File: config.mk
export PLATFORM = sky130hd
export DESIGN_NAME = ima_adpcm_byte_decoder_core
export DESIGN_NICKNAME = d
export VERILOG_FILES = /design/src/imabd_pkg.sv /design/src/ima_adpcm_byte_decoder_core.sv
export SDC_FILE = /design/constraint.sdc
export NUM_CORES = 1
export LEC_CHECK = 0
export BUFFER_PORTS_ARGS = -buffer_cell sky130_fd_sc_hd__buf_2
export CAP_MARGIN = 20
export CORE_MARGIN = 5
export CORE_UTILIZATION = 30
export CTS_CLUSTER_DIAMETER = 60
export DETAILED_ROUTE_END_ITERATION = 12
export GPL_TIMING_DRIVEN = 0
export PLACE_DENSITY = 0.45
export SYNTH_ARGS = -nofsm -noshare
export SYNTH_HDL_FRONTEND = slang
export SYNTH_SLANG_ARGS = --single-unit
export TNS_END_PERCENT = 1
File: constraint.sdc
create_clock -name i_clk -period 20.1 [get_ports i_clk]
set_input_delay 4.02 -clock i_clk [delete_from_list [all_inputs] [get_ports i_clk]]
set_output_delay 4.02 -clock i_clk [all_outputs]
set_load 0.02 [all_outputs]
File: src/imabd_pkg.sv
// ----------------------------------------------------------------------------
// imabd_pkg
// Types, tables and the per-nibble decode function for the IMA ADPCM byte
// decoder.
// ----------------------------------------------------------------------------
package imabd_pkg;

    localparam int SampleW   = 16;
    localparam int PosW      = 7;
    localparam int StepW     = 15;
    localparam int LastPos   = 88;
    localparam int NumSteps  = LastPos + 1;

    typedef logic signed [SampleW-1:0] t_sample;
    typedef logic [PosW-1:0]           t_pos;
    typedef logic [StepW-1:0]          t_step;

    typedef struct packed {
        t_sample pred;
        t_pos    pos;
    } t_dec_state;

    localparam t_step STEP_TABLE [0:NumSteps-1] = '{
        15'd7,     15'd8,     15'd9,     15'd10,    15'd11,    15'd12,
        15'd13,    15'd14,    15'd16,    15'd17,    15'd19,    15'd21,
        15'd23,    15'd25,    15'd28,    15'd31,    15'd34,    15'd37,
        15'd41,    15'd45,    15'd50,    15'd55,    15'd60,    15'd66,
        15'd73,    15'd80,    15'd88,    15'd97,    15'd107,   15'd118,
        15'd130,   15'd143,   15'd157,   15'd173,   15'd190,   15'd209,
        15'd230,   15'd253,   15'd279,   15'd307,   15'd337,   15'd371,
        15'd408,   15'd449,   15'd494,   15'd544,   15'd598,   15'd658,
        15'd724,   15'd796,   15'd876,   15'd963,   15'd1060,  15'd1166,
        15'd1282,  15'd1411,  15'd1552,  15'd1707,  15'd1878,  15'd2066,
        15'd2272,  15'd2499,  15'd2749,  15'd3024,  15'd3327,  15'd3660,
        15'd4026,  15'd4428,  15'd4871,  15'd5358,  15'd5894,  15'd6484,
        15'd7132,  15'd7845,  15'd8630,  15'd9493,  15'd10442, 15'd11487,
        15'd12635, 15'd13899, 15'd15289, 15'd16818, 15'd18500, 15'd20350,
        15'd22385, 15'd24623, 15'd27086, 15'd29794, 15'd32767
    };

    localparam logic signed [4:0] POS_ADJUST [0:7] = '{
        -5'sd1, -5'sd1, -5'sd1, -5'sd1, 5'sd2, 5'sd4, 5'sd6, 5'sd8
    };

    localparam t_pos LAST_POS = t_pos'(LastPos);

    function automatic t_dec_state decode_nibble(input t_dec_state st, input logic [3:0] nib);
        t_pos                     idx;
        t_step                    step;
        logic [StepW+1:0]         delta;
        logic signed [SampleW+1:0] sum;
        logic signed [PosW+1:0]   pos;
        t_dec_state               res;
        idx   = (st.pos > LAST_POS) ? LAST_POS : st.pos;
        step  = STEP_TABLE[idx];
        delta = {5'd0, step[StepW-1:3]};
        if (nib[2]) begin
            delta = delta + {2'd0, step};
        end
        if (nib[1]) begin
            delta = delta + {3'd0, step[StepW-1:1]};
        end
        if (nib[0]) begin
            delta = delta + {4'd0, step[StepW-1:2]};
        end
        if (nib[3]) begin
            sum = $signed({{2{st.pred[SampleW-1]}}, st.pred}) - $signed({1'b0, delta});
        end else begin
            sum = $signed({{2{st.pred[SampleW-1]}}, st.pred}) + $signed({1'b0, delta});
        end
        if (sum > 18'sd32767) begin
            res.pred = 16'sh7fff;
        end else if (sum < -18'sd32768) begin
            res.pred = 16'sh8000;
        end else begin
            res.pred = sum[SampleW-1:0];
        end
        pos = $signed({2'b00, idx}) + $signed({{4{POS_ADJUST[nib[2:0]][4]}},
                                                POS_ADJUST[nib[2:0]]});
        if (pos < 0) begin
            res.pos = '0;
        end else if (pos > $signed({2'b00, LAST_POS})) begin
            res.pos = LAST_POS;
        end else begin
            res.pos = pos[PosW-1:0];
        end
        return res;
    endfunction

endpackage

File: src/ima_adpcm_byte_decoder_core.sv
// ----------------------------------------------------------------------------
// ima_adpcm_byte_decoder_core
// Decodes one byte of 4-bit IMA ADPCM (low nibble, then high nibble) into
// two 16-bit PCM samples per item.
// ----------------------------------------------------------------------------
// Usage:
//   Input channel i_valid / o_ready carries one code byte per item. Output
//   channel o_valid / i_ready carries both decoded samples of that byte.
//   The byte is captured in an input register; both nibbles are decoded by
//   one pass of combinational logic (two chained table reads and adds) and
//   the samples land in the result register together with the new decoder
//   state.
//   Throughput: one item per cycle while the receiver keeps i_ready high,
//   since the decoder state loop through both nibble decodes closes
//   between the input and result registers.
//   Reset clears the predictor and the step index to zero and empties both
//   registers; the state then carries across all items until the next reset.
//   When the receiver stalls, the result register holds, the input register
//   still takes one more item, and o_ready drops once both are full.
// ----------------------------------------------------------------------------
module ima_adpcm_byte_decoder_core (
    input  logic               i_clk,
    input  logic               i_rst_n,
    input  logic               i_valid,
    output logic               o_ready,
    input  logic [7:0]         i_code_byte,
    output logic               o_valid,
    input  logic               i_ready,
    output imabd_pkg::t_sample o_first_sample,
    output imabd_pkg::t_sample o_second_sample
);
    import imabd_pkg::*;

    logic       r_in_valid;
    logic [7:0] r_code;
    logic       r_out_valid;
    t_sample    r_first;
    t_sample    r_second;
    t_dec_state r_state;

    logic       advance;
    t_dec_state n_mid;
    t_dec_state n_state;

    assign advance = r_in_valid && (!r_out_valid || i_ready);
    assign o_ready = !r_in_valid || advance;

    // low nibble first, high nibble uses the state it leaves
    always_comb begin
        n_mid   = decode_nibble(r_state, r_code[3:0]);
        n_state = decode_nibble(n_mid, r_code[7:4]);
    end

    always_ff @(posedge i_clk) begin
        if (!i_rst_n) begin
            r_in_valid  <= 1'b0;
            r_out_valid <= 1'b0;
            r_state     <= '0;
        end else begin
            if (o_ready) begin
                r_in_valid <= i_valid;
            end
            if (advance) begin
                r_out_valid <= 1'b1;
                r_state     <= n_state;
            end else if (i_ready) begin
                r_out_valid <= 1'b0;
            end
        end
    end

    always_ff @(posedge i_clk) begin
        if (o_ready && i_valid) begin
            r_code <= i_code_byte;
        end
        if (advance) begin
            r_first  <= n_mid.pred;
            r_second <= n_state.pred;
        end
    end

    assign o_valid         = r_out_valid;
    assign o_first_sample  = r_first;
    assign o_second_sample = r_second;

endmodule
==> run_results.csv, run 1 <==
group,metric,value,unit
final_layout,syn2layout_area_growth,9.70,%
global_route,grt_first_pass_wirelength,84400,µm
drt,post-route-drc-count,0,
critical_path,cp.required,20.31,ns
logic_synthesis,seq_area_frac_synth,0.121,
clocking,cts-htree-levels,3,
final_layout,num-fill-cells,5031,
clocking,cts_root_buffer,"clkbuf_16",
final_layout,layout.nets,2143,
logic_synthesis,synth_flop_cell,"edfxtp_1",
logic_synthesis,syn_area_per_cell,7.37,µm²
critical_path,cp_common_cell,"o21ai_0",
timing,hold_viol_final,0,
critical_path,max_stage_delay,0.73,ns
drt,drt_wl_total,55400,µm
critical_path,crit_slowest_cell,"o41ai_1",
timing,rsz0062_at_grt,"false",
final_layout,diodes,0,
critical_path,cp-end-kind,"flop",
logic_synthesis,syn_area,14000,µm²
floorplanning,die_y,226,µm
drt,wire_per_inst,21.5,µm
drt,vias,15125,
clocking,cts.sinks,65,
floorplanning,rows,79,
clocking,cts_made_buffers,9,
logic_synthesis,yosys.cell_types.count,110,
global_route,grt_max_degree,25,
final_layout,drive_above_1_share,0.0819,
logic_synthesis,ys_seq_elements,65,
logic_synthesis,yosysWarnings,0,
global_route,grt_pass1_vias,14502,
timing,finalSetupViolations,0,
clocking,cts_hold_buf,0,
logic_synthesis,async_reset_ff_frac,0,
floorplanning,ios,46,
clocking,postCtsSetupBuffers,0,
drt,postRouteAntennaNets,0,
logic_synthesis,synth_edf_count,40,
critical_path,worstSetupPathType,"reg2reg",
logic_synthesis,synthesis.nets,2085,
critical_path,crit_path_start_kind,"flop",
clocking,clock_latency,0.34,ns
floorplanning,die_w,226,µm
global_route,grt_overflow,0,
drt,firstDrtPassIters,6,
critical_path,cp.arrival,16.74,ns
timing,max_freq,60.5,MHz
timing,period_needed,16.53,ns
placed_design,dp_hpwl,44500,µm
global_route,gr-usage-all-layers,0.209,
drt,vias_per_cell,5.88,
placed_design,portBuffers,45,
placed_design,place.gp.congestion,0.927,
flow_run,maxCapViolCount,0,
timing,slew_violations,0,
floorplanning,core,46400,µm²
clocking,cts_resized,0,
drt,drtIter0Drc,1281,
run_status,status,"complete, no violations",
clocking,cts_max_path_buffers,2,
critical_path,worstPathMaxFanout,10,
worst_hold_path,min_path_cells,2,
timing,skew,0.00890,ns
floorplanning,dieArea,51100,µm²
clocking,path_clk_slew,0.06,ns
logic_synthesis,syn_inst,1903,
global_route,grt_antenna_before_repair,2,
floorplanning,start_util,0.302,
clocking,cts_tree,"built",
timing,worst_pin_slew,1.09,ns
critical_path,worstRegToRegCells,61,
timing,fin_tns_setup,0,ns
timing,relSlewSlack,0.269,
worst_hold_path,hold_class,"reg2reg",
timing,post-route-period-util,0.823,
## synthesized netlist by cell type, drive strengths merged, types with 7 or more instances
cell	n	area (µm²)
a2111oi	8	108
a211o	16	140
a211oi	34	278
a21boi	11	82.6
a21o	43	323
a21oi	182	933
a22oi	13	97.6
a311o	8	80.1
a311oi	10	105
a31o	7	61.3
a31oi	37	238
a41oi	11	111
and2	14	87.6
and3	17	106
buf	26	148
clkbuf	72	272
dfxtp	25	500
edfxtp	40	1200
fa	9	180
ha	161	2010
inv	84	315
mux2	15	169
mux2i	13	130
nand2	171	662
nand2b	27	169
nand3	40	200
nand4	14	87.6
nor2	149	562
nor2b	28	178
nor3	57	285
nor3b	9	67.6
nor4	11	68.8
o2111ai	9	78.8
o211ai	22	170
o21a	25	188
o21ai	171	856
o21bai	24	188
o221ai	7	61.3
o22ai	18	119
o311ai	9	78.8
o31a	9	80.1
o31ai	17	169
or2	13	81.3
xnor2	85	771
xor2	55	497
## sequential cells by signal, summed over array words and instances (netlist names)
register / cells
r_in_valid: 1
o_second_sample: 16
o_first_sample: 16
o_valid: 1
r_code: 8
r_state: 23
## layout by cell type (no fill, tap or decap), types with 14 or more instances in the layout
cell type  synthesis  final
nand3_1           40     40
a21oi_1          178    178
nand2b_1          27     27
a211o_1           16     16
o211ai_1          21     21
o21a_1            25     25
ha_1             161    161
xnor2_1           83     83
o21ai_1           20     20
and3_1            17     17
buf_2             13     58
o21bai_1          22     22
a31oi_1           36     36
o21ai_0          151    151
a21o_1            43     43
nor3_1            57     57
nor2_1           148    148
clkbuf_1          71     71
inv_1             79     79
nor2b_1           27     27
mux2_2            15     15
edfxtp_1          40     40
a211oi_1          31     31
nand2_1          165    165
o22ai_1           17     17
dfxtp_1           25     25
o31ai_1           14     14
nand4_1           14     14
xor2_1            53     53
## worst max-delay path: cells and delay by family, from the launching register on
| family | cells | cell delay [ns] |
|---|---|---|
| xor+xnor | 5 | 0.82 |
| compound gates | 28 | 7.49 |
| simple gates | 16 | 3.18 |
| fa+ha+maj | 6 | 2.22 |
| buf+inv | 5 | 2.10 |
| mux | 1 | 0.27 |
| flops | 1 | 0.30 |
## stage by stage
step	hold WS [ns]	std cells	setup WS, ns	cell area [µm²]	utilization
2_1_floorplan	0.439	1903	7.47	14000	-
6_report	0.457	2573	3.57	15400	0.332
5_1_grt	0.503	2573	2.14	15400	0.332
4_1_cts	0.463	2573	3.78	15400	0.332
3_5_place_dp	0.454	2557	3.85	15000	0.324
3_3_place_gp	0.456	2555	3.90	15000	0.324
## worst paths after layout
| check | start | end | slack, ns |
|---|---|---|---|
| max | r_state[4] | o_second_sample[6] | 3.57 |
| min | r_state[7] | r_state[7] | 0.46 |
| max reg2reg | r_state[4] | o_second_sample[6] | 3.57 |
| min reg2reg | r_state[7] | r_state[7] | 0.46 |
## layer usage
layer / share of wire / wire (µm) / GRT usage
met1: 0.46 / 25700 / 0.290
met5: 0 / 0 / 0
met3: 0.054 / 2970 / 0.0190
met2: 0.45 / 24900 / 0.342
met4: 0.034 / 1880 / 0.0679
## area by class of cell
cell class | instances | area (µm²) | share of cell area
Buffer | 98 | 420 | 0.0273
Clock buffer | 10 | 229 | 0.0149
Clock inverter | 6 | 106 | 0.00692
Inverter | 87 | 327 | 0.0212
Multi-Input combinational cell | 1653 | 11600 | 0.752
Sequential cell | 65 | 1700 | 0.111
Tap cell | 607 | 759 | 0.0494
Timing Repair Buffer | 47 | 263 | 0.0171
## cell families after synthesis
logic type | Yosys count | synth area share
AO/OA/AOI/OAI | 737 | 0.357
AND/OR/NAND/NOR | 576 | 0.198
buffers and inverters | 185 | 0.0532
adder cells (fa/ha/maj) | 171 | 0.157
XOR/XNOR | 141 | 0.0921
flip-flops | 65 | 0.121
multiplexers | 28 | 0.0213
Power of run 1 is left out: the tool's default activity adds up to more than one toggle a clock period on the data nets, which glitch-free logic cannot reach.
==> run 2, diff against run 1 <==
==> constraint.sdc (replaced) <==
create_clock -name i_clk -period 15.35 [get_ports i_clk]
set_input_delay 3.07 -clock i_clk [delete_from_list [all_inputs] [get_ports i_clk]]
set_output_delay 3.07 -clock i_clk [all_outputs]
set_load 0.02 [all_outputs]
==> run 2 against run 1 <==
  * Flip-flop and latch count unchanged
  * Register-to-register slack worse by 2.5 ns
  * Sequential share of layout area down 0.15 points
  * Critical path depth unchanged
  * Count of clock-buffer cells in the layout unchanged
  * Via count about the same
  * Clock skew down 0.0018 ns
==> run_results.csv, run 2 (same netlist as run 1, synthesis figures left out) <==
group,metric,value,unit
global_route,gr-usage-all-layers,0.209,
global_route,grt_overflow,0,
timing,skew,0.00706,ns
global_route,grt_max_degree,25,
timing,post-route-period-util,0.932,
critical_path,max_stage_delay,0.47,ns
floorplanning,core,46400,µm²
timing,max_freq,69.9,MHz
flow_run,maxCapViolCount,0,
worst_hold_path,holdCritStartpoint,"r_state[7]",
placed_design,place.gp.congestion,0.927,
final_layout,drive_above_1_share,0.107,
drt,vias_per_cell,5.87,
final_layout,num-fill-cells,5018,
critical_path,cp-end-kind,"flop",
floorplanning,die_y,226,µm
floorplanning,start_util,0.302,
run_status,status,"complete, no violations",
placed_design,portBuffers,45,
timing,period_needed,14.30,ns
critical_path,reg2reg_from,"r_state[4]",
final_layout,final_cell_mix,"a21oi_1, nand2_1, ha_1",
timing,finalSetupViolations,0,
timing,relSlewSlack,0.271,
floorplanning,rows,79,
critical_path,cp.required,15.43,ns
placed_design,dp_hpwl,44500,µm
worst_hold_path,hold_class,"reg2reg",
critical_path,timing.rr.end,"o_second_sample[0]",
final_layout,syn2layout_area_growth,11.3,%
global_route,grt_antenna_before_repair,2,
timing,hold_viol_final,0,
drt,wire_per_inst,21.5,µm
timing,whs,0.457,ns
critical_path,cp_common_cell,"a21oi_1",
final_layout,diodes,0,
drt,postRouteAntennaNets,0,
clocking,clock_latency,0.35,ns
floorplanning,ios,46,
drt,vias,15126,
worst_hold_path,min_path_cells,2,
worst_hold_path,hold_end,"r_state[7]",
critical_path,crit_slowest_cell,"dfxtp_2",
final_layout,multi_input_area,11700,µm²
critical_path,crit_path_start_kind,"flop",
critical_path,worstPathMaxFanout,10,
drt,post-route-drc-count,0,
clocking,cts_tree,"built",
floorplanning,dieArea,51100,µm²
critical_path,worstRegToRegCells,61,
global_route,grt_pass1_vias,14510,
clocking,cts_made_buffers,9,
critical_path,cp.arrival,14.39,ns
timing,fin_tns_setup,0,ns
final_layout,largest_reg_flops,23,
clocking,cts_root_buffer,"clkbuf_16",
drt,drt_wl_total,55400,µm
clocking,cts-htree-levels,3,
clocking,cts.sinks,65,
global_route,grt_first_pass_wirelength,84500,µm
timing,worst_pin_slew,1.09,ns
final_layout,final_common_cell,"a21oi_1",
critical_path,worst-r2r-setup-slack,1.05,ns
timing,rsz0062_at_grt,"false",
final_layout,top_register,"r_state",
final_layout,regArea,1700,µm²
drt,drtIter0Drc,1200,
final_layout,post-route-util,0.337,
timing,slew_violations,0,
clocking,path_clk_slew,0.06,ns
final_layout,layout.nets,2147,
floorplanning,die_w,226,µm
drt,firstDrtPassIters,8,
critical_path,worstSetupPathType,"reg2reg",
clocking,cts_max_path_buffers,2,
clocking,cts_hold_buf,0,
run 2: layout make-up:
cell class,instances,share of cell area
Inverter,87,0.0212
Clock inverter,6,0.00682
Timing Repair Buffer,56,0.0212
Buffer,93,0.0269
Clock buffer,10,0.0147
Tap cell,607,0.0487
Sequential cell,65,0.109
Multi-Input combinational cell,1653,0.751
run 2: worst max-delay path, delay by kind of cell (launching register included):
kind | cells | cell delay (ns)
DFF | 1 | 0.47
adders and majority gates | 8 | 2.72
xor gates and xnor gates | 5 | 1.18
and+or+nand+nor | 12 | 2.00
AOI/OAI and AO/OA | 31 | 6.66
buffers and inverters | 3 | 0.59
muxes | 2 | 0.43
run 2: what timing repair did:
action / CTS / global route
pin swaps: 0 / 5
hold endpoints to repair: 0 / 0
gates resized for setup: 13 / 52
setup endpoints to repair: 30 / 32
setup buffers: 0 / 9
run 2: metrics by stage:
stage / area (µm²) / cells / worst slack [ns]
floorplan: 14000 / 1903 / 2.72
global placement: 15000 / 2555 / -0.852
detailed placement: 15000 / 2557 / -0.904
CTS: 15400 / 2571 / 0.00733
global route: 15600 / 2577 / 0.0363
finish: 15600 / 2577 / 1.05
run 2: per-layer routing:
metal | track usage | wire, µm | vias up
met3 | 0.0195 | 2870 | 109
met2 | 0.344 | 25100 | 567
met5 | 0 | 0 | -
li1 | - | - | 7266
met4 | 0.0656 | 1780 | 0
met1 | 0.290 | 25700 | 7184
run 2: worst max-delay path by stage:
stage	cells past startpoint	endpoint	slack [ns]	start
after floorplan	61	o_second_sample[4]	2.72	r_state[0]
after global placement	61	o_second_sample[7]	-0.85	r_state[4]
after detailed placement	61	o_second_sample[6]	-0.90	r_state[4]
after CTS	56	o_second_sample[0]	0.007	r_state[2]
after global routing	57	o_second_sample[0]	0.04	r_state[2]
final	61	o_second_sample[0]	1.05	r_state[4]
Power of run 2 is left out for the same reason.
==> run 3, diff against run 2 <==
--- a/config.mk
+++ b/config.mk
@@ -8,11 +8,11 @@
 export BUFFER_PORTS_ARGS = -buffer_cell sky130_fd_sc_hd__buf_2
 export CAP_MARGIN = 20
 export CORE_MARGIN = 5
-export CORE_UTILIZATION = 30
+export CORE_UTILIZATION = 35
 export CTS_CLUSTER_DIAMETER = 60
 export DETAILED_ROUTE_END_ITERATION = 12
 export GPL_TIMING_DRIVEN = 0
-export PLACE_DENSITY = 0.45
+export PLACE_DENSITY = 0.51
 export SYNTH_ARGS = -nofsm -noshare
 export SYNTH_HDL_FRONTEND = slang
 export SYNTH_SLANG_ARGS = --single-unit
==> run 3 against run 2 <==
  * Non-clock buffer count did not move
  * Critical endpoint unchanged
  * Worst hold slack gained 0.015 ns
  * Wire length down 0.21%
  * Flip-flop and latch count unchanged
  * Register-to-register slack worse by 0.19 ns
  * Highest routed layer unchanged
  * Critical path type unchanged
  * Core utilization grew 5.3 points
==> run_results.csv, run 3 (same netlist as run 1, synthesis figures left out) <==
group,metric,value,unit
timing,fin_tns_setup,0,ns
global_route,grt_antenna_before_repair,0,
placed_design,dp.cells,2475,
timing,finalSetupViolations,0,
floorplanning,core,39600,µm²
global_route,grt_overflow,0,
drt,wire_per_inst,22.2,µm
drt,post-route-drc-count,0,
timing,post-route-period-util,0.944,
timing,rsz0062_at_grt,"false",
clocking,cts_tree,"built",
final_layout,multi_input_area,11700,µm²
critical_path,crit_path_start_kind,"flop",
clocking,path_clk_slew,0.07,ns
floorplanning,die_y,210,µm
timing,skew,0.00944,ns
timing,period_needed,14.50,ns
drt,vias,15262,
clocking,cts_max_path_buffers,2,
placed_design,place.gp.congestion,1.00,
timing,worst_pin_slew,1.07,ns
floorplanning,rows,73,
clocking,cts-htree-levels,3,
clocking,clock_latency,0.36,ns
global_route,grt_max_degree,24,
floorplanning,start_util,0.354,
timing,fin_ws,0.854,ns
global_route,grt_first_pass_wirelength,84500,µm
clocking,cts.sinks,65,
drt,postRouteAntennaNets,0,
critical_path,max_stage_delay,0.64,ns
final_layout,num-fill-cells,4233,
drt,drtIter0Drc,1510,
critical_path,cp.arrival,14.60,ns
final_layout,drive_above_1_share,0.105,
clocking,cts_root_buffer,"clkbuf_16",
critical_path,worstSetupPathType,"reg2reg",
worst_hold_path,hold_class,"reg2reg",
final_layout,top_register,"r_state",
timing,hold_viol_final,0,
timing,relSlewSlack,0.283,
final_layout,syn2layout_area_growth,10.3,%
placed_design,portBuffers,45,
placed_design,dp_hpwl,43500,µm
critical_path,worstPathMaxFanout,18,
final_layout,post-route-util,0.390,
global_route,gr-usage-all-layers,0.240,
floorplanning,dieArea,44200,µm²
final_layout,diodes,0,
floorplanning,ios,46,
final_layout,largest_reg_flops,23,
critical_path,cp.required,15.46,ns
final_layout,final_cell_mix,"a21oi_1, nand2_1, ha_1",
clocking,cts_made_buffers,9,
final_layout,layout.nets,2147,
critical_path,cp-end-kind,"flop",
flow_run,maxCapViolCount,0,
final_layout,regArea,1700,µm²
global_route,grt_pass1_vias,14363,
drt,vias_per_cell,6.12,
clocking,cts_hold_buf,0,
critical_path,crit_slowest_cell,"a2111oi_4",
final_layout,final_common_cell,"a21oi_1",
placed_design,preCtsSetupSlack,-0.835,ns
run_status,status,"complete, no violations",
final_layout,stdcell_count,2495,
drt,drt_wl_total,55300,µm
timing,slew_violations,0,
timing,max_freq,69.0,MHz
drt,firstDrtPassIters,8,
floorplanning,die_w,210,µm
run 3: cell types whose count changed in the layout (fill, tap and decap cells not counted), sizes merged:
cell / change
inv: +2
bufinv: -1
clkinv: -1
clkinvlp: +1
clkbuf: -1
run 3: path summary, 6_finish.rpt:
| check | from | to | slack [ns] | cells after the start |
|---|---|---|---|---|
| worst max-delay path | r_state[5] | o_second_sample[0] | 0.85 | 55 |
| worst min-delay path | r_state[7] | r_state[7] | 0.47 | 2 |
| worst max register to register | r_state[5] | o_second_sample[0] | 0.85 | 55 |
| worst min register to register | r_state[7] | r_state[7] | 0.47 | 2 |
run 3: worst max-delay path: cells and delay by family (launching register included):
kind            cells  cell delay, ns
simple gates       11            2.27
flops               1            0.39
buf+inv             5            1.47
xor+xnor            6            1.44
fa+ha+maj           7            2.44
compound gates     26            6.21
run 3: layer usage:
metal	part of all wire	GRT usage	vias to the layer above
li1	-	-	7287
met3	0.064	0.0344	130
met2	0.45	0.386	621
met1	0.45	0.331	7224
met4	0.035	0.0783	0
met5	0	0	-
run 3: repair_timing:
item,4_1_cts,5_1_grt
setup buffers,2,6
pin swaps,1,3
resized for setup,8,51
endpoints found under the hold margin,0,0
endpoints found under the setup margin,30,32
run 3: area by class of cell:
type | instances | area share
timing repair buffer | 55 | 0.0209
clock inverter | 7 | 0.00647
tap | 525 | 0.0425
buffer | 94 | 0.0273
clock buffer | 9 | 0.0146
inverter | 87 | 0.0218
multi-input combinational | 1653 | 0.756
sequential | 65 | 0.110
run 3: per-stage QoR:
| stage | hold slack (ns) | instance area, µm² |
|---|---|---|
| finish | 0.473 | 15500 |
| global route | 0.516 | 15500 |
| CTS | 0.477 | 15300 |
| detailed placement | 0.468 | 14900 |
| global placement | 0.455 | 14900 |
| floorplan | 0.439 | 14000 |
Power of run 3 is left out for the same reason.
